### config.mk
export PLATFORM = sky130hd
export DESIGN_NAME = sorted_insert_priority_queue
export DESIGN_NICKNAME = d
export VERILOG_FILES = /design/src/design/spq_pkg.sv /design/src/design/spq_cell.sv /design/src/design/spq_out.sv /design/src/design/sorted_insert_priority_queue.sv
export SDC_FILE = /design/constraint.sdc
export NUM_CORES = 2
export LEC_CHECK = 0
export BUFFER_PORTS_ARGS = -buffer_cell sky130_fd_sc_hd__clkbuf_2
export CAP_MARGIN = 15
export CELL_PAD_IN_SITES_DETAIL_PLACEMENT = 1
export CELL_PAD_IN_SITES_GLOBAL_PLACEMENT = 1
export CORE_UTILIZATION = 47
export DETAILED_ROUTE_END_ITERATION = 7
export GPL_ROUTABILITY_DRIVEN = 1
export GPL_TIMING_DRIVEN = 1
export PLACE_DENSITY_LB_ADDON = 0.15
export SLEW_MARGIN = 20
export SYNTH_ARGS = -nofsm -noshare
export SYNTH_HDL_FRONTEND = slang
export SYNTH_SLANG_ARGS = --single-unit
### constraint.sdc
create_clock -name clock -period 5 [get_ports clock]
set_input_delay 0.25 -clock clock [delete_from_list [all_inputs] [get_ports clock]]
set_output_delay 0.25 -clock clock [all_outputs]
set_load 0.01 [all_outputs]
### src/design/spq_pkg.sv
package spq_pkg;

   localparam int DEPTH = 32;
   localparam int CNT_W = $clog2(DEPTH + 1);
   localparam int IDX_W = $clog2(DEPTH);
   localparam int KEY_W = 32;
   localparam int OCC_W = 6;

   typedef enum logic [1:0] {
      ST_OK        = 2'd0,
      ST_OVERFLOW  = 2'd1,
      ST_UNDERFLOW = 2'd2
   } status_type;

   typedef enum logic {
      KIND_ENQ = 1'b0,
      KIND_DEQ = 1'b1
   } kind_type;

   typedef struct packed {
      logic               enq;
      logic               deq;
      logic signed [KEY_W-1:0] key;
   } cell_ctrl_type;

   typedef struct packed {
      status_type              status;
      logic signed [KEY_W-1:0] key_out;
      logic [OCC_W-1:0]        occupancy;
   } rsp_type;

endpackage

### src/design/spq_cell.sv
module spq_cell
   import spq_pkg::*;
(
   input  logic                    clock,
   input  cell_ctrl_type           ctrl,
   input  logic                    occ,
   input  logic signed [KEY_W-1:0] left_key,
   input  logic                    left_gt,
   input  logic signed [KEY_W-1:0] right_key,
   output logic signed [KEY_W-1:0] key,
   output logic                    gt
);

   logic signed [KEY_W-1:0] key_ff;
   logic signed [KEY_W-1:0] key_in;

   assign gt  = occ && (key_ff > ctrl.key);
   assign key = key_ff;

   always_comb begin
      key_in = key_ff;
      if (ctrl.enq) begin
         if (left_gt) begin
            key_in = left_key;
         end else if (gt || !occ) begin
            key_in = ctrl.key;
         end
      end else if (ctrl.deq) begin
         key_in = right_key;
      end
   end

   always_ff @(posedge clock) begin
      key_ff <= key_in;
   end

endmodule

### src/design/spq_out.sv
module spq_out
   import spq_pkg::*;
(
   input  logic    clock,
   input  logic    reset,
   input  logic    in_valid,
   output logic    in_stall,
   input  rsp_type in_data,
   output logic    out_valid,
   input  logic    out_stall,
   output rsp_type out_data
);

   logic    main_valid_ff, main_valid_in;
   logic    skid_valid_ff, skid_valid_in;
   rsp_type main_ff, main_in;
   rsp_type skid_ff, skid_in;
   logic    take;

   assign take      = main_valid_ff && !out_stall;
   assign in_stall  = skid_valid_ff;
   assign out_valid = main_valid_ff;
   assign out_data  = main_ff;

   always_comb begin
      main_valid_in = main_valid_ff;
      skid_valid_in = skid_valid_ff;
      main_in       = main_ff;
      skid_in       = skid_ff;
      if (skid_valid_ff) begin
         if (take) begin
            main_in       = skid_ff;
            skid_valid_in = 1'b0;
         end
      end else if (in_valid) begin
         if (!main_valid_ff || take) begin
            main_in       = in_data;
            main_valid_in = 1'b1;
         end else begin
            skid_in       = in_data;
            skid_valid_in = 1'b1;
         end
      end else if (take) begin
         main_valid_in = 1'b0;
      end
   end

   always_ff @(posedge clock) begin
      if (reset) begin
         main_valid_ff <= 1'b0;
         skid_valid_ff <= 1'b0;
      end else begin
         main_valid_ff <= main_valid_in;
         skid_valid_ff <= skid_valid_in;
      end
      main_ff <= main_in;
      skid_ff <= skid_in;
   end

`ifndef SYNTH
   a_skid_needs_main: assert property (@(posedge clock) disable iff (reset)
      skid_valid_ff |-> main_valid_ff)
      else $error("skid holds a transaction while output is empty");

   a_skid_drains: assert property (@(posedge clock) disable iff (reset)
      skid_valid_ff && !out_stall |=> !skid_valid_ff)
      else $error("skid did not drain on take");

   a_skid_fills: assert property (@(posedge clock) disable iff (reset)
      in_valid && !in_stall && main_valid_ff && out_stall |=> skid_valid_ff)
      else $error("transaction lost while output stalled");

   a_skid_holds: assert property (@(posedge clock) disable iff (reset)
      skid_valid_ff && out_stall |=> $stable(skid_ff))
      else $error("skid data changed while held");
`endif

endmodule

### src/design/sorted_insert_priority_queue.sv
// sorted_insert_priority_queue: ascending priority queue of signed 32-bit keys
// held in a row of cells, smallest key in cell 0.
// request channel (req_valid/req_stall): req_kind selects enqueue of
// req_key_in or dequeue of the smallest key. equal keys leave in arrival order.
// response channel (rsp_valid/rsp_stall): one transaction per request with
// rsp_status (ok, overflow on full enqueue, underflow on empty dequeue),
// rsp_key_out (removed key, else zero) and rsp_occupancy after the operation.
// every cell compares its key with the incoming key and shifts toward its
// neighbor in the same cycle. the response is registered in the response
// register, or in the skid stage while the receiver stalls.
// throughput: one request per cycle while responses are taken.
// a response register plus a skid stage absorb a stalled receiver; req_stall
// rises only once both hold a response, and falls in the cycle after one is taken.
// reset clears the count and output stages; cell contents need no clearing
// since only cells below the count are read.
module sorted_insert_priority_queue
   import spq_pkg::*;
(
   input  logic                    clock,
   input  logic                    reset,
   input  logic                    req_valid,
   output logic                    req_stall,
   input  logic                    req_kind,
   input  logic signed [KEY_W-1:0] req_key_in,
   output logic                    rsp_valid,
   input  logic                    rsp_stall,
   output logic [1:0]              rsp_status,
   output logic signed [KEY_W-1:0] rsp_key_out,
   output logic [OCC_W-1:0]        rsp_occupancy
);

   logic [CNT_W-1:0]        count_ff, count_in;
   logic                    accept, full, empty;
   cell_ctrl_type           ctrl;
   rsp_type                 rsp_new, rsp_data;
   logic signed [KEY_W-1:0] keys [DEPTH];
   logic                    gts  [DEPTH];
   logic [CNT_W+OCC_W-1:0]  occ_wide;

   assign accept = req_valid && !req_stall;
   assign full   = (count_ff == CNT_W'(DEPTH));
   assign empty  = (count_ff == '0);

   always_comb begin
      ctrl.enq         = 1'b0;
      ctrl.deq         = 1'b0;
      ctrl.key         = req_key_in;
      count_in         = count_ff;
      rsp_new.status   = ST_OK;
      rsp_new.key_out  = '0;
      if (accept) begin
         case (kind_type'(req_kind))
            KIND_ENQ: begin
               if (full) begin
                  rsp_new.status = ST_OVERFLOW;
               end else begin
                  ctrl.enq = 1'b1;
                  count_in = count_ff + CNT_W'(1);
               end
            end
            KIND_DEQ: begin
               if (empty) begin
                  rsp_new.status = ST_UNDERFLOW;
               end else begin
                  ctrl.deq        = 1'b1;
                  rsp_new.key_out = keys[0];
                  count_in        = count_ff - CNT_W'(1);
               end
            end
            default: begin
               rsp_new.status = ST_OK;
            end
         endcase
      end
      occ_wide          = {{OCC_W{1'b0}}, count_in};
      rsp_new.occupancy = occ_wide[OCC_W-1:0];
   end

   always_ff @(posedge clock) begin
      if (reset) begin
         count_ff <= '0;
      end else begin
         count_ff <= count_in;
      end
   end

   genvar g;
   generate
      for (g = 0; g < DEPTH; g++) begin : g_cell
         logic signed [KEY_W-1:0] left_key, right_key;
         logic                    left_gt;
         if (g == 0) begin : g_first
            assign left_key = req_key_in;
            assign left_gt  = 1'b0;
         end else begin : g_mid
            assign left_key = keys[g-1];
            assign left_gt  = gts[g-1];
         end
         if (g == DEPTH - 1) begin : g_last
            assign right_key = keys[g];
         end else begin : g_body
            assign right_key = keys[g+1];
         end
         spq_cell u_cell (
            .clock     (clock),
            .ctrl      (ctrl),
            .occ       (count_ff > CNT_W'(g)),
            .left_key  (left_key),
            .left_gt   (left_gt),
            .right_key (right_key),
            .key       (keys[g]),
            .gt        (gts[g])
         );
      end
   endgenerate

   spq_out u_out (
      .clock     (clock),
      .reset     (reset),
      .in_valid  (accept),
      .in_stall  (req_stall),
      .in_data   (rsp_new),
      .out_valid (rsp_valid),
      .out_stall (rsp_stall),
      .out_data  (rsp_data)
   );

   assign rsp_status    = rsp_data.status;
   assign rsp_key_out   = rsp_data.key_out;
   assign rsp_occupancy = rsp_data.occupancy;

`ifndef SYNTH
   a_count_bound: assert property (@(posedge clock) disable iff (reset)
      count_ff <= CNT_W'(DEPTH))
      else $error("count beyond capacity");

   a_full_enq_keeps: assert property (@(posedge clock) disable iff (reset)
      accept && req_kind == KIND_ENQ && full |=> $stable(count_ff))
      else $error("overflow changed the count");

   a_deq_drops: assert property (@(posedge clock) disable iff (reset)
      accept && req_kind == KIND_DEQ && !empty |=> count_ff == $past(count_ff) - CNT_W'(1))
      else $error("dequeue did not drop the count");
`endif

endmodule
**After elaboration in Yosys (flattened, before gate mapping)**

Cells that the tools add are included.
Widths: inputs -> output; s select.

- Bitwise logic cells: 3
- Reduce and logical (&&, ||, !) cells: 143
- Multiplexer cells: 150
- Add/sub/neg operators: 2
- Order comparisons: 64
- Equality and inequality tests: 34

Operators by type and width:

| operator | count |
|---|---|
| $mux 32 | 127 |
| $gt 32x32->1 | 32 |
| $mux 40 | 4 |
| $gt 6x5->1 const B | 16 |
| $ne 3x1->1 const B | 30 |
| $reduce_and 2->1 | 32 |
| $gt 6x4->1 const B | 8 |
| $logic_not 1->1 | 35 |
| $logic_and 1x1->1 | 34 |
| $logic_or 1x1->1 | 33 |
| $gt 6x3->1 const B | 4 |
| $mux 6 | 3 |
| $gt 6x1->1 const B | 2 |
| $gt 6x2->1 const B | 2 |
| $mux 1 | 12 |
| $pmux 6 s2 | 1 |
| $reduce_bool 2->1 | 5 |
| $reduce_and 3->1 | 3 |
| $add 6x1->6 const B | 1 |
| $eq 6x6->1 const B | 1 |
| $logic_not 6->1 | 1 |
| $sub 6x1->6 const B | 1 |
| $mux 2 | 2 |
| $ne 2x1->1 const B | 2 |
| 3 further kinds | 5 |

- Output and inout bits: 42
- Bits of input ports: 37
- Register bits: 1112
- Word-level logic and storage cells: 437

**Depth between registers and ports, before layout**

- Depth in word-level cells: 7
- Gate-level depth with buffers: 13
- Gate-level depth less buffers: 10

**Modules after synthesis**

From an unflattened synthesis, not the netlist that was laid out.

- Cell total of the unflattened synthesis: 8727
- Area total of the unflattened synthesis: 84188.2 µm²

By module, submodules not included:

| module | times used | sequential area each (µm²) | area an instance (µm²) | cells each |
|---|---|---|---|---|
| spq_cell (g_cell[0].u_cell ...) | 31 | 960.9 | 2496.1 | 263 |
| spq_out | 1 | 2442.3 | 3174.3 | 137 |
| spq_cell (g_cell[20].u_cell) | 1 | 960.9 | 2499.9 | 263 |
| sorted_insert_priority_queue | 1 | 120.1 | 1133.6 | 174 |

**Worst setup path after synthesis**

No wires, ideal clock.

- Kind: input port to flip-flop
- Start point: input req_key_in[31]
- End point: register g_cell[5].u_cell.key_ff[0], enable pin
- Path buffers: 2
- Required time: 4.560 ns
- Stages on the path: 11
- Arrival time: 4.875 ns
- Setup slack: -0.315 ns
- Library setup time: 0.440 ns
- Path through: clkbuf_1 inv_1 ha_1 nand3_1 or3_1 or4_4 nor3_2 nor4_2 mux2i_4 buf_6 a41oi_1

- Word-level cells in the longest chain between the ends: 5
- Elaborated cells on any way between the ends: 7
- Those cells by class: order compare: 2; eq/ne: 1; reduce/logical: 4

RTL lines:

| what | RTL line | RTL |
|---|---|---|
| start, declared | sorted_insert_priority_queue.sv:24 | `input logic signed [KEY_W-1:0] req_key_in,` |
| $gt 32x32->1 | spq_cell.sv:17 | `assign gt = occ && (key_ff > ctrl.key);` |
| $logic_and 1x1->1 | spq_cell.sv:17 |  |
| $logic_or 1x1->1 | spq_cell.sv:25 | `end else if (gt \|\| !occ) begin` |
| $ne 3x1->1 (no source line) (*) | - |  |
| $reduce_and 2->1 (no source line) (*) | - |  |
| end signal, assigned | spq_cell.sv:34 | `key_ff <= key_in;` |
| end, declared | spq_cell.sv:14 | `logic signed [KEY_W-1:0] key_ff;` |

Every way passes the cells marked *; elsewhere a longest branch is shown, timed or not.
A chain may end at the register's enable or synchronous reset.

**Worst setup path after layout**

- Start point: register count_ff[1]
- End point: register g_cell[29].u_cell.key_ff[11], enable pin

- Word-level cells in the longest chain between the ends: 6
- Elaborated cells on any way between the ends: 16
- Those cells by class: order compare: 2; eq/ne: 2; mux: 5; reduce/logical: 7

RTL lines:

| what | RTL line | RTL |
|---|---|---|
| start, declared | sorted_insert_priority_queue.sv:32 | `logic [CNT_W-1:0] count_ff, count_in;` |
| start signal, assigned | sorted_insert_priority_queue.sv:83 | `count_ff <= count_in;` |
| branches (longest 5 deep; another with $gt 6x5->1) | - |  |
| $reduce_and 2->1 (no source line) (*) | - |  |
| end signal, assigned | spq_cell.sv:34 |  |
| end, declared | spq_cell.sv:14 |  |

Mark *: on every way between the ends.

==> flow_metrics.py <==
metrics = {
    "drt": {
        "vias": 67700,
        "avgViaCountPerCell": 6.77,
        "routed_wl_um": 332000,
        "drt_iter0_drc": 6591,
        "routedWlPerCell_um": 33.2,
        "drtPass1Iterations": 5,
        "antenna_left": 0,
        "drc": 0,
    },
    "yosys": {
        "syn-cell-area_sq_mm": 0.0780,
        "synthTopCellsByCount": "edfxtp_1, a21oi_1, ha_1",
        "synth_area_leaders": "edfxtp_1, ha_1, mux2i_1",
        "yosysTopAreaCellShare_pct": 42.5,
        "synth_fp_nets": 8745,
        "ys.flop_type": "edfxtp_1",
        "yosysWarnings": 0,
        "synth_cells": 7680,
        "yosysTopAreaCell": "edfxtp_1",
        "synth.most_common_cell": "edfxtp_1",
        "synth_edf_count": 1104,
        "synth_sequential_area_ratio_pct": 42.7,
        "synth_area_per_cell_sq_um": 10.2,
        "ys_seq_elements": 1112,
        "yosysUniqueCellTypes": 73,
        "synth-async-reset-ratio_pct": 0,
    },
    "power": {
        "max-vdd-ir-drop_v": 0.000449,
        "p_sw_share_pct": 40.4,
        "p_switching_mw": 17.2,
        "p_total_mw": 42.7,
        "p_seq_share_pct": 39.8,
        "p_comb_share_pct": 36.3,
        "power.density_mw_per_mm2": 491,
        "p_clk_share_pct": 24.0,
        "power.internal_mw": 25.5,
        "power.leakage_nw": 37.3,
    },
    "clock_tree": {
        "cts_tree": "built",
        "numCtsBuffers": 138,
        "clkTransAtPathRegs_ns": 0.06,
        "cts_resized": 0,
        "clock_path_buffers": 3,
        "htreeDepth": 4,
        "cts_sinks": 1112,
        "insertion_delay_ns": 0.83,
        "root_buffer": "clkbuf_16",
    },
    "setup_path": {
        "path_max_fanout": 32,
        "cp-startpoint": "count_ff[1]",
        "cp-end-kind": "flop",
        "cp-start-kind": "flop",
        "reg2reg_depth": 10,
        "worstSetupPathType": "reg2reg",
        "r2r-start": "count_ff[1]",
        "crit_required_ns": 5.50,
        "arrival_ns": 4.88,
    },
    "sta": {
        "hold_ws_ns": 0.0718,
        "slew_headroom_pct": 16.9,
        "tightest_slew_ns": 1.24,
        "drv_slew": 0,
        "period_share_pct": 87.7,
        "skew_ns": 0.0440,
        "finalHoldViolations": 0,
        "rsz0062_at_grt": "no",
        "fin_setup_tns_ns": 0,
        "finalCriticalPeriod_ns": 4.38,
        "fmax_mhz": 228,
        "finalSetupViolations": 0,
    },
    "final_layout": {
        "fin_nets": 8760,
        "syn_to_final_growth_pct": 11.6,
        "regArea_sq_mm": 0.0333,
        "drive_above_1_share_pct": 9.53,
        "fill_cells": 17900,
        "multi_input_area_sq_mm": 0.0430,
        "postLayoutCellArea_sq_mm": 0.0870,
    },
    "worst_hold_path": {
        "whs_path_depth": 3,
        "hp-class": "in2reg",
        "hold_start": "req_kind",
    },
    "place": {
        "io_buffer_count": 78,
        "dpl.hpwl_um": 244000,
        "globalplace.congestion": 0.945,
        "placement.cell_area_sq_mm": 0.0825,
    },
    "global_routing": {
        "grt_overflow": 0,
        "grt_first_pass_wirelength_um": 476000,
        "antenna_found_initial": 29,
        "first_global_vias": 70300,
        "grt_usage_pct": 38.8,
        "grt_max_degree": 204,
    },
    "floorplanning": {
        "top_level_ports": 79,
        "core_sq_mm": 0.165,
        "rows": 149,
        "dieArea_sq_mm": 0.168,
        "die-height_um": 409,
        "start_util_pct": 47.3,
        "die_x_um": 409,
    },
    "run_status": {
        "status": "complete, no violations",
    },
    "job": {
        "maxCapViolations": 0,
    },
}
## placed cells by master (no fill, tap or decap), types with 13 or more instances in the layout
cell | Yosys | layout
nor4_1 | 35 | 35
mux2_2 | 79 | 79
ha_1 | 1028 | 1028
o21a_1 | 34 | 34
nand3_1 | 422 | 420
o211ai_1 | 344 | 344
a21o_1 | 82 | 82
nand2b_1 | 22 | 22
or3_1 | 25 | 25
nand2_1 | 726 | 721
edfxtp_1 | 1104 | 1104
o221ai_1 | 37 | 37
and2_1 | 35 | 35
o21ai_0 | 130 | 127
nor3_1 | 43 | 43
buf_12 | 0 | 45
mux2i_4 | 1 | 16
inv_2 | 0 | 31
clkinv_2 | 0 | 21
buf_4 | 6 | 225
clkbuf_16 | 0 | 143
nor2_1 | 696 | 693
a221oi_1 | 31 | 31
mux2i_1 | 635 | 625
bufinv_16 | 0 | 13
a21oi_1 | 1068 | 1059
clkinv_1 | 1 | 31
nand4_1 | 216 | 216
a41oi_4 | 0 | 19
clkbuf_1 | 353 | 32
clkbuf_2 | 0 | 78
nor2b_1 | 51 | 51
a211oi_1 | 16 | 16
a2111o_1 | 20 | 20
inv_1 | 126 | 95
## repair_timing
action,in CTS,in global routing
hold buffers,4,0
endpoints found under the hold margin,8,0
buffers inserted,0,0
## power by group through the flow
stage | Sequential (mW) | Combinational (mW) | Clock, mW
2_1_floorplan | 15.4 | 10.1 | 0
3_3_place_gp | 17.0 | 14.2 | 0
3_5_place_dp | 17.0 | 15.1 | 0
4_1_cts | 16.9 | 15.2 | 10.3
5_1_grt | 17.1 | 16.8 | 10.6
6_report | 17.0 | 15.5 | 10.2
## kinds of logic after synthesis
group                      Yosys count  share of synthesized area [%]
AOI/OAI and AO/OA                 1892                           14.7
xor gates and xnor gates            15                          0.168
adders and majority gates         1028                           16.5
buffers and inverters              606                           3.21
DFF                               1112                           42.7
muxes                              720                           9.41
and+or+nand+nor                   2307                           13.3
## critical path, stage by stage, from the launching register on
cell	delay, ns
dfxtp_1	0.41
inv_1	0.20
ha_1	0.59
nand2b_1	0.34
nor2_1	0.68
nand2_1	0.35
nand3_4	0.40
buf_4	0.47
buf_4	0.24
a41oi_4	0.03
buf_4	0.31
## sequential cells by signal, summed over array words and instances, names as in the netlist
register and flops:
g_cell.u_cell.key 1024, u_out.out_data 40, u_out.skid_ff 40, count_ff 6, u_out.in_stall 1, u_out.out_valid 1
## metrics by stage
| stage | instances | setup slack [ns] | utilization, % |
|---|---|---|---|
| global placement | 9739 | 0.442 | 50.1 |
| floorplan | 7680 | 0.0206 | - |
| CTS | 9995 | 0.708 | 52.8 |
| finish | 10000 | 0.617 | 52.8 |
| global route | 9995 | 0.526 | 52.8 |
| detailed placement | 9740 | 0.386 | 50.1 |
## cell type report
class | instances | area share [%]
antenna | 9 | 0.0259
timing repair buffer | 354 | 3.52
tap | 2189 | 3.15
multi-input combinational | 5962 | 49.4
clock buffer | 175 | 4.25
inverter | 127 | 0.548
sequential | 1112 | 38.3
clock inverter | 76 | 0.833
## per-layer routing
metal	vias up	global-route usage [%]	part of all wire (%)	wire length (um)
met2	3157	61.1	45	150000
li1	29400	-	-	-
met1	34100	47.0	38	125000
met5	-	0	0.0093	31
met4	4	26.3	7.6	25400
met3	1029	9.44	9.4	31200
## path summary, 6_finish.rpt
path                                             endpoint  slack [ns]
worst max register to register  g_cell[29].u_cell.key[11]        0.62
worst max-delay path            g_cell[29].u_cell.key[11]        0.62
worst min register to register          u_out.out_data[4]        0.54
worst min-delay path                    u_out.skid_ff[39]        0.07
(Power assumes the default switching activity.)
